**config.mk**
```make
export PLATFORM = sky130hd
export DESIGN_NAME = average_hash_mask
export DESIGN_NICKNAME = d
export VERILOG_FILES = /design/src/hw/rtl/ahash_pkg.sv /design/src/hw/rtl/ahash_ram.sv /design/src/hw/rtl/ahash_div.sv /design/src/hw/rtl/ahash_dp.sv /design/src/hw/rtl/ahash_ctrl.sv /design/src/hw/rtl/average_hash_mask.sv
export SDC_FILE = /design/constraint.sdc
export NUM_CORES = 2
export LEC_CHECK = 0
export BUFFER_PORTS_ARGS = -buffer_cell sky130_fd_sc_hd__buf_4
export CORE_MARGIN = 4
export CORE_UTILIZATION = 50
export DETAILED_ROUTE_END_ITERATION = 8
export PLACE_DENSITY = 0.65
export SKIP_CTS_REPAIR_TIMING = 1
export SLEW_MARGIN = 5
export SYNTH_ARGS = -nofsm -noshare
export SYNTH_HDL_FRONTEND = slang
export SYNTH_SLANG_ARGS = --single-unit
```
**constraint.sdc**
```tcl
create_clock -name clk -period 12.7 [get_ports clk]
set_input_delay 0.635 -clock clk [delete_from_list [all_inputs] [get_ports clk]]
set_output_delay 0.635 -clock clk [all_outputs]
set_load 0.01 [all_outputs]
```
**src/hw/rtl/ahash_pkg.sv**
```systemverilog
`timescale 1ns / 1ps
package ahash_pkg;

	localparam int MAX_PIXELS_DEF = 64;

	localparam int WORD_W  = 32;
	localparam int INDEX_W = 6;
	localparam int COUNT_W = 7;
	localparam int CFG_IDX_W  = 1;
	localparam int CFG_DATA_W = 7;

	localparam logic [CFG_IDX_W-1:0] REG_PIXEL_COUNT = 1'd0;
	localparam logic [CFG_IDX_W-1:0] REG_GRAY_ENABLE = 1'd1;

	localparam logic [COUNT_W-1:0] PIXEL_COUNT_RST = 7'd64;
	localparam logic               GRAY_ENABLE_RST = 1'b1;

	// Luma weights in percent.
	localparam int WSUM_W = 15;
	localparam logic [WSUM_W-1:0] GRAY_R_WT = 15'd30;
	localparam logic [WSUM_W-1:0] GRAY_G_WT = 15'd59;
	localparam logic [WSUM_W-1:0] GRAY_B_WT = 15'd11;

	// floor(x / 100) == (x * 5243) >> 19 for every x below 25600.
	localparam int RECIP_W     = 13;
	localparam int RECIP_SHIFT = 19;
	localparam logic [RECIP_W-1:0] RECIP_100 = 13'd5243;

	typedef struct packed {
		logic load;
		logic div_start;
		logic rd_en;
		logic out_load;
		logic out_last;
	} ahash_cmd_t;

endpackage

```
**src/hw/rtl/ahash_ram.sv**
```systemverilog
`timescale 1ns / 1ps
module ahash_ram #(
	parameter int WIDTH = 32,
	parameter int DEPTH = 64,
	localparam int AW = (DEPTH > 1) ? $clog2(DEPTH) : 1
) (
	input  logic             clk,
	input  logic             we,
	input  logic [AW-1:0]    waddr,
	input  logic [WIDTH-1:0] wdata,
	input  logic             re,
	input  logic [AW-1:0]    raddr,
	output logic [WIDTH-1:0] rdata
);

	logic [WIDTH-1:0] mem_q [DEPTH];

	always_ff @(posedge clk) begin
		if (we) begin
			mem_q[waddr] <= wdata;
		end
		if (re) begin
			rdata <= mem_q[raddr];
		end
	end

endmodule

```
**src/hw/rtl/ahash_div.sv**
```systemverilog
`timescale 1ns / 1ps
module ahash_div #(
	parameter int NUM_W = 38,
	parameter int DEN_W = 7
) (
	input  logic             clk,
	input  logic             arst_n,
	input  logic             start,
	input  logic [NUM_W-1:0] dividend,
	input  logic [DEN_W-1:0] divisor,
	output logic [NUM_W-1:0] quotient,
	output logic             done
);

	localparam int ITER_W = $clog2(NUM_W + 1);

	logic [DEN_W-1:0]  den_q;
	logic [DEN_W-1:0]  rem_q;
	logic [NUM_W-1:0]  quo_q;
	logic [ITER_W-1:0] iter_q;
	logic              busy_q;
	logic              done_q;
	logic [DEN_W:0]    trial;
	logic              fits;
	logic [DEN_W:0]    diff;

	// Restoring division, one quotient bit per cycle. The dividend shifts out
	// of the top of quo_q while quotient bits shift in at the bottom.
	always_comb begin
		trial = {rem_q, quo_q[NUM_W-1]};
		fits  = trial >= {1'b0, den_q};
		diff  = trial - {1'b0, den_q};
	end

	always_ff @(posedge clk or negedge arst_n) begin
		if (!arst_n) begin
			busy_q <= 1'b0;
			done_q <= 1'b0;
			iter_q <= '0;
		end else begin
			done_q <= 1'b0;
			if (start) begin
				busy_q <= 1'b1;
				iter_q <= ITER_W'(NUM_W);
			end else if (busy_q) begin
				iter_q <= iter_q - ITER_W'(1);
				if (iter_q == ITER_W'(1)) begin
					busy_q <= 1'b0;
					done_q <= 1'b1;
				end
			end
		end
	end

	always_ff @(posedge clk) begin
		if (start) begin
			den_q <= divisor;
			rem_q <= '0;
			quo_q <= dividend;
		end else if (busy_q) begin
			rem_q <= fits ? diff[DEN_W-1:0] : trial[DEN_W-1:0];
			quo_q <= {quo_q[NUM_W-2:0], fits};
		end
	end

	assign quotient = quo_q;
	assign done     = done_q;

endmodule

```
**src/hw/rtl/ahash_dp.sv**
```systemverilog
`timescale 1ns / 1ps
module ahash_dp import ahash_pkg::*; #(
	parameter int MAX_PIXELS = MAX_PIXELS_DEF,
	localparam int ADDR_W = (MAX_PIXELS > 1) ? $clog2(MAX_PIXELS) : 1,
	localparam int CNT_W  = $clog2(MAX_PIXELS + 1)
) (
	input  logic               clk,
	input  logic               arst_n,
	input  ahash_cmd_t         cmd,
	input  logic [ADDR_W-1:0]  wr_addr,
	input  logic [WORD_W-1:0]  pixel_word,
	input  logic               gray_en,
	input  logic [CNT_W-1:0]   div_n,
	input  logic [ADDR_W-1:0]  rd_addr,
	input  logic [INDEX_W-1:0] out_index,
	output logic               div_done,
	output logic               mask_bit,
	output logic [INDEX_W-1:0] pixel_index,
	output logic [WORD_W-1:0]  mean_word,
	output logic               last_bit
);

	localparam int SUM_W  = WORD_W + $clog2(MAX_PIXELS);
	localparam int PROD_W = WSUM_W + RECIP_W;

	logic [WORD_W-1:0] px_s1;
	logic [WSUM_W-1:0] wsum_s1;
	logic [ADDR_W-1:0] addr_s1;
	logic              gray_s1;
	logic              vld_s1;

	logic [WSUM_W-1:0] wsum;
	logic [PROD_W-1:0] prod;
	logic [7:0]        luma;
	logic [WORD_W-1:0] word_s2;

	logic [SUM_W-1:0]  sum_q;
	logic [SUM_W-1:0]  quo;
	logic [WORD_W-1:0] rd_word;

	logic               mask_q;
	logic [INDEX_W-1:0] index_q;
	logic [WORD_W-1:0]  mean_q;
	logic               last_q;

	// Weighted sum is formed on the way in; the divide by 100 happens a stage later.
	always_comb begin
		wsum = WSUM_W'(pixel_word[23:16]) * GRAY_R_WT
			+ WSUM_W'(pixel_word[15:8]) * GRAY_G_WT
			+ WSUM_W'(pixel_word[7:0]) * GRAY_B_WT;
	end

	always_ff @(posedge clk or negedge arst_n) begin
		if (!arst_n) begin
			vld_s1 <= 1'b0;
		end else begin
			vld_s1 <= cmd.load;
		end
	end

	always_ff @(posedge clk) begin
		if (cmd.load) begin
			px_s1   <= pixel_word;
			wsum_s1 <= wsum;
			addr_s1 <= wr_addr;
			gray_s1 <= gray_en;
		end
	end

	always_comb begin
		prod    = PROD_W'(wsum_s1) * PROD_W'(RECIP_100);
		luma    = prod[RECIP_SHIFT+7:RECIP_SHIFT];
		word_s2 = gray_s1 ? {px_s1[31:24], luma, luma, luma} : px_s1;
	end

	always_ff @(posedge clk or negedge arst_n) begin
		if (!arst_n) begin
			sum_q <= '0;
		end else if (cmd.div_start) begin
			sum_q <= '0;
		end else if (vld_s1) begin
			sum_q <= sum_q + SUM_W'(word_s2);
		end
	end

	ahash_ram #(
		.WIDTH (WORD_W),
		.DEPTH (MAX_PIXELS)
	) u_store (
		.clk   (clk),
		.we    (vld_s1),
		.waddr (addr_s1),
		.wdata (word_s2),
		.re    (cmd.rd_en),
		.raddr (rd_addr),
		.rdata (rd_word)
	);

	ahash_div #(
		.NUM_W (SUM_W),
		.DEN_W (CNT_W)
	) u_div (
		.clk      (clk),
		.arst_n   (arst_n),
		.start    (cmd.div_start),
		.dividend (sum_q),
		.divisor  (div_n),
		.quotient (quo),
		.done     (div_done)
	);

	always_ff @(posedge clk) begin
		if (cmd.out_load) begin
			mask_q  <= rd_word > quo[WORD_W-1:0];
			index_q <= out_index;
			mean_q  <= quo[WORD_W-1:0];
			last_q  <= cmd.out_last;
		end
	end

	assign mask_bit    = mask_q;
	assign pixel_index = index_q;
	assign mean_word   = mean_q;
	assign last_bit    = last_q;

endmodule

```
**src/hw/rtl/ahash_ctrl.sv**
```systemverilog
`timescale 1ns / 1ps
module ahash_ctrl import ahash_pkg::*; #(
	parameter int MAX_PIXELS = MAX_PIXELS_DEF,
	localparam int ADDR_W = (MAX_PIXELS > 1) ? $clog2(MAX_PIXELS) : 1,
	localparam int CNT_W  = $clog2(MAX_PIXELS + 1)
) (
	input  logic               clk,
	input  logic               arst_n,
	input  logic [COUNT_W-1:0] pixel_count,
	input  logic               in_valid,
	output logic               in_stall,
	output logic               out_valid,
	input  logic               out_stall,
	input  logic               div_done,
	output ahash_cmd_t         cmd,
	output logic [ADDR_W-1:0]  wr_addr,
	output logic [CNT_W-1:0]   div_n,
	output logic [ADDR_W-1:0]  rd_addr,
	output logic [INDEX_W-1:0] out_index
);

	localparam int CMP_W = (CNT_W > COUNT_W) ? CNT_W : COUNT_W;

	typedef enum logic [2:0] {
		ST_LOAD,
		ST_FLUSH,
		ST_START,
		ST_DIV,
		ST_RD,
		ST_CMP,
		ST_HOLD
	} state_t;

	state_t           state_q;
	logic [CNT_W-1:0] cnt_q;
	logic [CNT_W-1:0] n_q;
	logic [CNT_W-1:0] k_q;
	logic             out_valid_q;

	logic [CMP_W-1:0] pc_ext;
	logic [CNT_W-1:0] eff_cnt;
	logic [CNT_W-1:0] cnt_inc;
	logic             accept;
	logic             frame_end;
	logic             out_take;

	// A count of zero acts as one; a count above the store depth is clamped.
	always_comb begin
		pc_ext = CMP_W'(pixel_count);
		if (pc_ext == '0) begin
			eff_cnt = CNT_W'(1);
		end else if (pc_ext > CMP_W'(MAX_PIXELS)) begin
			eff_cnt = CNT_W'(MAX_PIXELS);
		end else begin
			eff_cnt = CNT_W'(pc_ext);
		end
	end

	always_comb begin
		in_stall  = state_q != ST_LOAD;
		accept    = in_valid && !in_stall;
		cnt_inc   = cnt_q + CNT_W'(1);
		frame_end = cnt_inc >= eff_cnt;
		out_take  = out_valid_q && !out_stall;

		cmd.load      = accept;
		cmd.div_start = state_q == ST_START;
		cmd.rd_en     = state_q == ST_RD;
		cmd.out_load  = state_q == ST_CMP;
		cmd.out_last  = k_q == (n_q - CNT_W'(1));

		wr_addr   = cnt_q[ADDR_W-1:0];
		div_n     = n_q;
		rd_addr   = k_q[ADDR_W-1:0];
		out_index = INDEX_W'(k_q);
		out_valid = out_valid_q;
	end

	always_ff @(posedge clk or negedge arst_n) begin
		if (!arst_n) begin
			state_q     <= ST_LOAD;
			cnt_q       <= '0;
			n_q         <= '0;
			k_q         <= '0;
			out_valid_q <= 1'b0;
		end else begin
			case (state_q)
				ST_LOAD: begin
					if (accept) begin
						if (frame_end) begin
							n_q     <= cnt_inc;
							cnt_q   <= '0;
							state_q <= ST_FLUSH;
						end else begin
							cnt_q <= cnt_inc;
						end
					end
				end
				// The last pixel lands in the store and the sum in this cycle.
				ST_FLUSH: begin
					state_q <= ST_START;
				end
				ST_START: begin
					k_q     <= '0;
					state_q <= ST_DIV;
				end
				ST_DIV: begin
					if (div_done) begin
						state_q <= ST_RD;
					end
				end
				ST_RD: begin
					state_q <= ST_CMP;
				end
				ST_CMP: begin
					out_valid_q <= 1'b1;
					state_q     <= ST_HOLD;
				end
				ST_HOLD: begin
					if (out_take) begin
						out_valid_q <= 1'b0;
						if (cmd.out_last) begin
							state_q <= ST_LOAD;
						end else begin
							k_q     <= k_q + CNT_W'(1);
							state_q <= ST_RD;
						end
					end
				end
				default: begin
					state_q <= ST_LOAD;
				end
			endcase
		end
	end

endmodule

```
**src/hw/rtl/average_hash_mask.sv**
```systemverilog
`timescale 1ns / 1ps
// Average-hash mask generator. Pixels (ARGB, one per beat) are taken one per
// cycle while a frame loads; with gray_enable set each is turned into alpha
// plus a replicated luma value before it is stored and summed. When the
// configured count is reached, input stalls while the mean is formed by a
// bit-serial divider, after a flush and a start step. The mask then leaves
// in load order, each beat passing through the store read, compare and
// output register steps, with the next beat read only once the last is
// taken, so an output stall holds it; the last beat carries last_bit. Input
// resumes on the cycle after the last beat is taken. Configuration writes
// are always ready and take effect from the next pixel; lowering the count
// below what is already loaded closes the frame on that pixel.
module average_hash_mask import ahash_pkg::*; #(
	parameter int MAX_PIXELS = MAX_PIXELS_DEF
) (
	input  logic                  clk,
	input  logic                  arst_n,
	input  logic                  in_valid,
	output logic                  in_stall,
	input  logic [WORD_W-1:0]     pixel_word,
	output logic                  out_valid,
	input  logic                  out_stall,
	output logic                  mask_bit,
	output logic [INDEX_W-1:0]    pixel_index,
	output logic [WORD_W-1:0]     mean_word,
	output logic                  last_bit,
	input  logic                  cfg_valid,
	output logic                  cfg_ready,
	input  logic [CFG_IDX_W-1:0]  cfg_index,
	input  logic [CFG_DATA_W-1:0] cfg_data
);

	localparam int ADDR_W = (MAX_PIXELS > 1) ? $clog2(MAX_PIXELS) : 1;
	localparam int CNT_W  = $clog2(MAX_PIXELS + 1);

	logic [COUNT_W-1:0] pixel_count_q;
	logic               gray_enable_q;

	ahash_cmd_t         cmd;
	logic               div_done;
	logic [ADDR_W-1:0]  wr_addr;
	logic [ADDR_W-1:0]  rd_addr;
	logic [CNT_W-1:0]   div_n;
	logic [INDEX_W-1:0] out_index;

	assign cfg_ready = 1'b1;

	always_ff @(posedge clk or negedge arst_n) begin
		if (!arst_n) begin
			pixel_count_q <= PIXEL_COUNT_RST;
			gray_enable_q <= GRAY_ENABLE_RST;
		end else if (cfg_valid && cfg_ready) begin
			case (cfg_index)
				REG_PIXEL_COUNT: pixel_count_q <= cfg_data[COUNT_W-1:0];
				REG_GRAY_ENABLE: gray_enable_q <= cfg_data[0];
				default: begin
				end
			endcase
		end
	end

	ahash_ctrl #(
		.MAX_PIXELS (MAX_PIXELS)
	) u_ctrl (
		.clk         (clk),
		.arst_n      (arst_n),
		.pixel_count (pixel_count_q),
		.in_valid    (in_valid),
		.in_stall    (in_stall),
		.out_valid   (out_valid),
		.out_stall   (out_stall),
		.div_done    (div_done),
		.cmd         (cmd),
		.wr_addr     (wr_addr),
		.div_n       (div_n),
		.rd_addr     (rd_addr),
		.out_index   (out_index)
	);

	ahash_dp #(
		.MAX_PIXELS (MAX_PIXELS)
	) u_dp (
		.clk         (clk),
		.arst_n      (arst_n),
		.cmd         (cmd),
		.wr_addr     (wr_addr),
		.pixel_word  (pixel_word),
		.gray_en     (gray_enable_q),
		.div_n       (div_n),
		.rd_addr     (rd_addr),
		.out_index   (out_index),
		.div_done    (div_done),
		.mask_bit    (mask_bit),
		.pixel_index (pixel_index),
		.mean_word   (mean_word),
		.last_bit    (last_bit)
	);

endmodule

```
==> key figures <==
Outcome
  • Status: finished, final reports clean

Setup path
  • Startpoint types: flop
  • WP data required: 13.43 ns
  • Crit end category: flop
  • Worst path most repeated cell: fa_1
  • Worst path slowest cell: or4_1
  • WP data arrival: 9.24 ns
  • CP max stage delay: 0.63 ns
  • CP Class: reg2reg
  • Max FO, Critical Path: 66

Synth
  • Seq/Total Area, Yosys: 70.8%
  • Netlist Area Pre-Place: 97,200 um2
  • Number of flops mapped to enable cells by yosys: 2,219
  • Synth Register Bits: 2,306
  • Syn Nets: 5,282
  • Top FF cell, synth: edfxtp_1
  • Gate count of the mapped netlist: 4,853
  • Asr flop ratio synth: 3.47%
  • Ys Warns: 0
  • Average instance area after synthesis: 20.0 um2
  • Post-synth cell types: 65

GRT
  • Vias in the first global route: 49,200
  • Largest net degree at the start of global routing: 121
  • Grt total ovfl: 0
  • First-pass GRT wire length: 354 mm
  • GRT Util Overall: 24.4%
  • Initial antenna violation count: 19

STA
  • Final setup violation count: 0
  • Period Utilization, post-route: 67.0%
  • Final Hold Slack: 0.0363 ns
  • Worst-margin pin slew: 1.11 ns
  • Slew headroom: 26.1%
  • RSZ-0062 raised after global routing: no
  • Final Max Slew Viols: 0
  • Worst setup margin: 4.19 ns
  • Period minus WS final: 8.51 ns
  • Setup TNS: 0 ns
  • FMAX: 0.118 GHz
  • Hold Vio Cnt, Final: 0
  • Clk_skew: 0.0593 ns

Placed design
  • GPL Wtd Cong: 0.873
  • HPWL Detailed: 142 mm
  • Port Buf Inserts: 86
  • Place WS: 4.21 ns
  • Placed cell count: 7,399

Run
  • Number of max-cap violations: 0

Pwr
  • Pwr per Cell Area: 177 nW/um2
  • Clock network power share: 34.1%
  • Flop pwr share: 45.6%
  • LEAKAGE: 35.7 nW
  • Switching Power: 0.00533 W
  • Overall power: 0.0194 W
  • Int Power: 0.0141 W
  • Max VDD drop: 0.000332 V
  • Logic pwr share: 20.3%
  • Switching part of the total: 27.5%

Floorplanning
  • Row count: 161
  • Die area: 202,000 um2
  • Die W: 449 um
  • Starting density of the core: 50.4%
  • Chip height: 449 um
  • Core Area: 193,000 um2
  • Ports: 88

Routing
  • DR iter-0 viols: 5,930
  • Drt wl/cell: 31.3 um
  • Iteration count of the initial detailed-routing pass: 5
  • Via count: 48,900
  • Drt drc: 0
  • Vias per std cell: 6.24
  • DRT Wirelength: 245 mm
  • Antenna Violating Nets Remaining: 0

Worst hold path
  • Hold Path Class: in2reg

Layout
  • Most frequent cells in the layout: edfxtp_1 (2,219), mux4_2 (652), inv_1 (277)
  • Area Growth Syn to Fin: 12.4%
  • Filler cells: 14,200
  • Fin cells: 7,833
  • Share of cells above drive strength 1: 24.9%
  • Nets: 5,545
  • Commonest non-fill, non-tap cell in the layout: edfxtp_1

Clock tree
  • Cts bufs inserted: 226
  • Clock sink count: 2,306
  • Root Buffer Master: clkbuf_16
  • Reg clk slew, reported paths: 0.06 ns
  • CTS tree: done
  • Later-pin clock latency in the skew report: 0.88 ns
  • H-tree depth: 4
  • Buffers from clock root to sink, at most: 3
## critical path: cells and delay by family (launching register included)
kind            cells  cell delay (ns)
buf+inv             3             0.57
simple gates        7             1.86
compound gates      8             2.13
mux                 1             0.15
fa+ha+maj           7             3.03
flops               1             0.56
## Yosys cell counts, drive strengths merged, types with 5 or more instances
cell | count | share of area (%)
a211oi | 36 | 0.28
a21boi | 6 | 0.046
a21o | 32 | 0.25
a21oi | 125 | 0.64
a31oi | 7 | 0.045
and2 | 24 | 0.15
and3 | 13 | 0.084
buf | 107 | 0.60
clkbuf | 95 | 0.37
dfrtp | 78 | 2.0
dfxtp | 7 | 0.14
edfxtp | 2219 | 69
fa | 134 | 2.8
ha | 250 | 3.2
inv | 279 | 1.1
mux2 | 17 | 0.20
mux2i | 45 | 0.46
mux4 | 652 | 15
nand2 | 162 | 0.63
nand2b | 17 | 0.11
nand3 | 37 | 0.19
nand3b | 11 | 0.085
nand4 | 15 | 0.097
nor2 | 148 | 0.57
nor2b | 16 | 0.10
nor3 | 28 | 0.14
nor3b | 6 | 0.046
nor4 | 5 | 0.032
o211ai | 7 | 0.054
o21a | 10 | 0.077
o21ai | 128 | 0.66
o21bai | 8 | 0.062
or2 | 6 | 0.039
or3 | 10 | 0.064
xnor2 | 46 | 0.41
xor2 | 22 | 0.20
## power by group through the flow
stage | registers [W] | logic, W | clock network, W
2_1_floorplan | 0.00885 | 0.00279 | 0
3_3_place_gp | 0.00899 | 0.00390 | 0
3_5_place_dp | 0.00900 | 0.00394 | 0
4_1_cts | 0.00884 | 0.00395 | 0.00671
5_1_grt | 0.00886 | 0.00429 | 0.00706
6_report | 0.00884 | 0.00395 | 0.00661
## flip-flops by register name, summed over array words and instances, names as in the netlist, 3 cells and up
| name | count |
|---|---|
| u_dp.addr_s1 | 6 |
| u_ctrl.state_q | 3 |
| u_ctrl.div_n | 7 |
| pixel_count_q | 7 |
| u_dp.px_s1 | 32 |
| u_dp.u_store.mem_q | 2048 |
| u_dp.wsum_s1 | 15 |
| u_ctrl.cnt_q | 7 |
| u_dp.pixel_index | 6 |
| u_dp.u_div.rem_q | 7 |
| u_dp.sum_q | 38 |
| u_dp.u_store.rdata | 32 |
| u_dp.u_div.iter_q | 6 |
| u_dp.mean_word | 32 |
| u_dp.u_div.den_q | 7 |
| u_ctrl.k_q | 7 |
| u_dp.u_div.quotient | 38 |
## cells by family (layout without fill, tap and decap cells)
family / after synthesis / after routing / share of synthesized area (%)
compound gates: 389 / 389 / 2.39
xor+xnor: 68 / 68 / 0.613
fa+ha+maj: 384 / 384 / 5.98
buf+inv: 484 / 934 / 2.06
flops: 2306 / 2306 / 70.8
mux: 714 / 714 / 15.8
other cells: 1 / 5 / 0.00386
simple gates: 507 / 507 / 2.42
## through the flow
stage | util (%) | area, um2
final | 56.6 | 109000
after CTS | 56.5 | 109000
after global placement | 52.8 | 102000
after floorplan | - | 97200
after global routing | 56.6 | 109000
after detailed placement | 52.8 | 102000
## routing by layer
| layer | vias up | track usage (%) | share of wire (%) |
|---|---|---|---|
| met5 | - | 0 | 0.0053 |
| met4 | 2 | 5.73 | 2.1 |
| met3 | 341 | 4.62 | 9.0 |
| met2 | 2262 | 39.0 | 49 |
| met1 | 26200 | 35.3 | 40 |
| li1 | 20100 | - | - |
## area by class of cell
class,instances,area [um2],share of cell area (%)
clock inverters,128,1330,1.22
diodes,4,10.0,0.00916
well taps,2526,3160,2.89
flip-flops and latches,2306,68800,63.0
repair buffers,237,1870,1.71
clock buffers,287,5970,5.46
inverters,282,1060,0.970
multi-input cells,2063,27100,24.8
## worst paths after layout
path / startpoint / to / slack [ns] / cells past startpoint
worst max-delay path: u_dp.wsum_s1[11] / u_dp.sum_q[32] / 4.19 / 26
worst min-delay path: cfg_data[6] / pixel_count_q[6] / 0.04 / 3
worst max register to register: u_dp.wsum_s1[11] / u_dp.sum_q[32] / 4.19 / 26
worst min register to register: u_dp.u_div.quotient[26] / u_dp.mean_word[26] / 0.45 / 0
max in group asynchronous: arst_n / u_dp.sum_q[11] / 11.33 / 3
min in group asynchronous: arst_n / u_ctrl.div_n[2] / 0.28 / 2
Note: power is estimated with default switching activity, not from simulation.
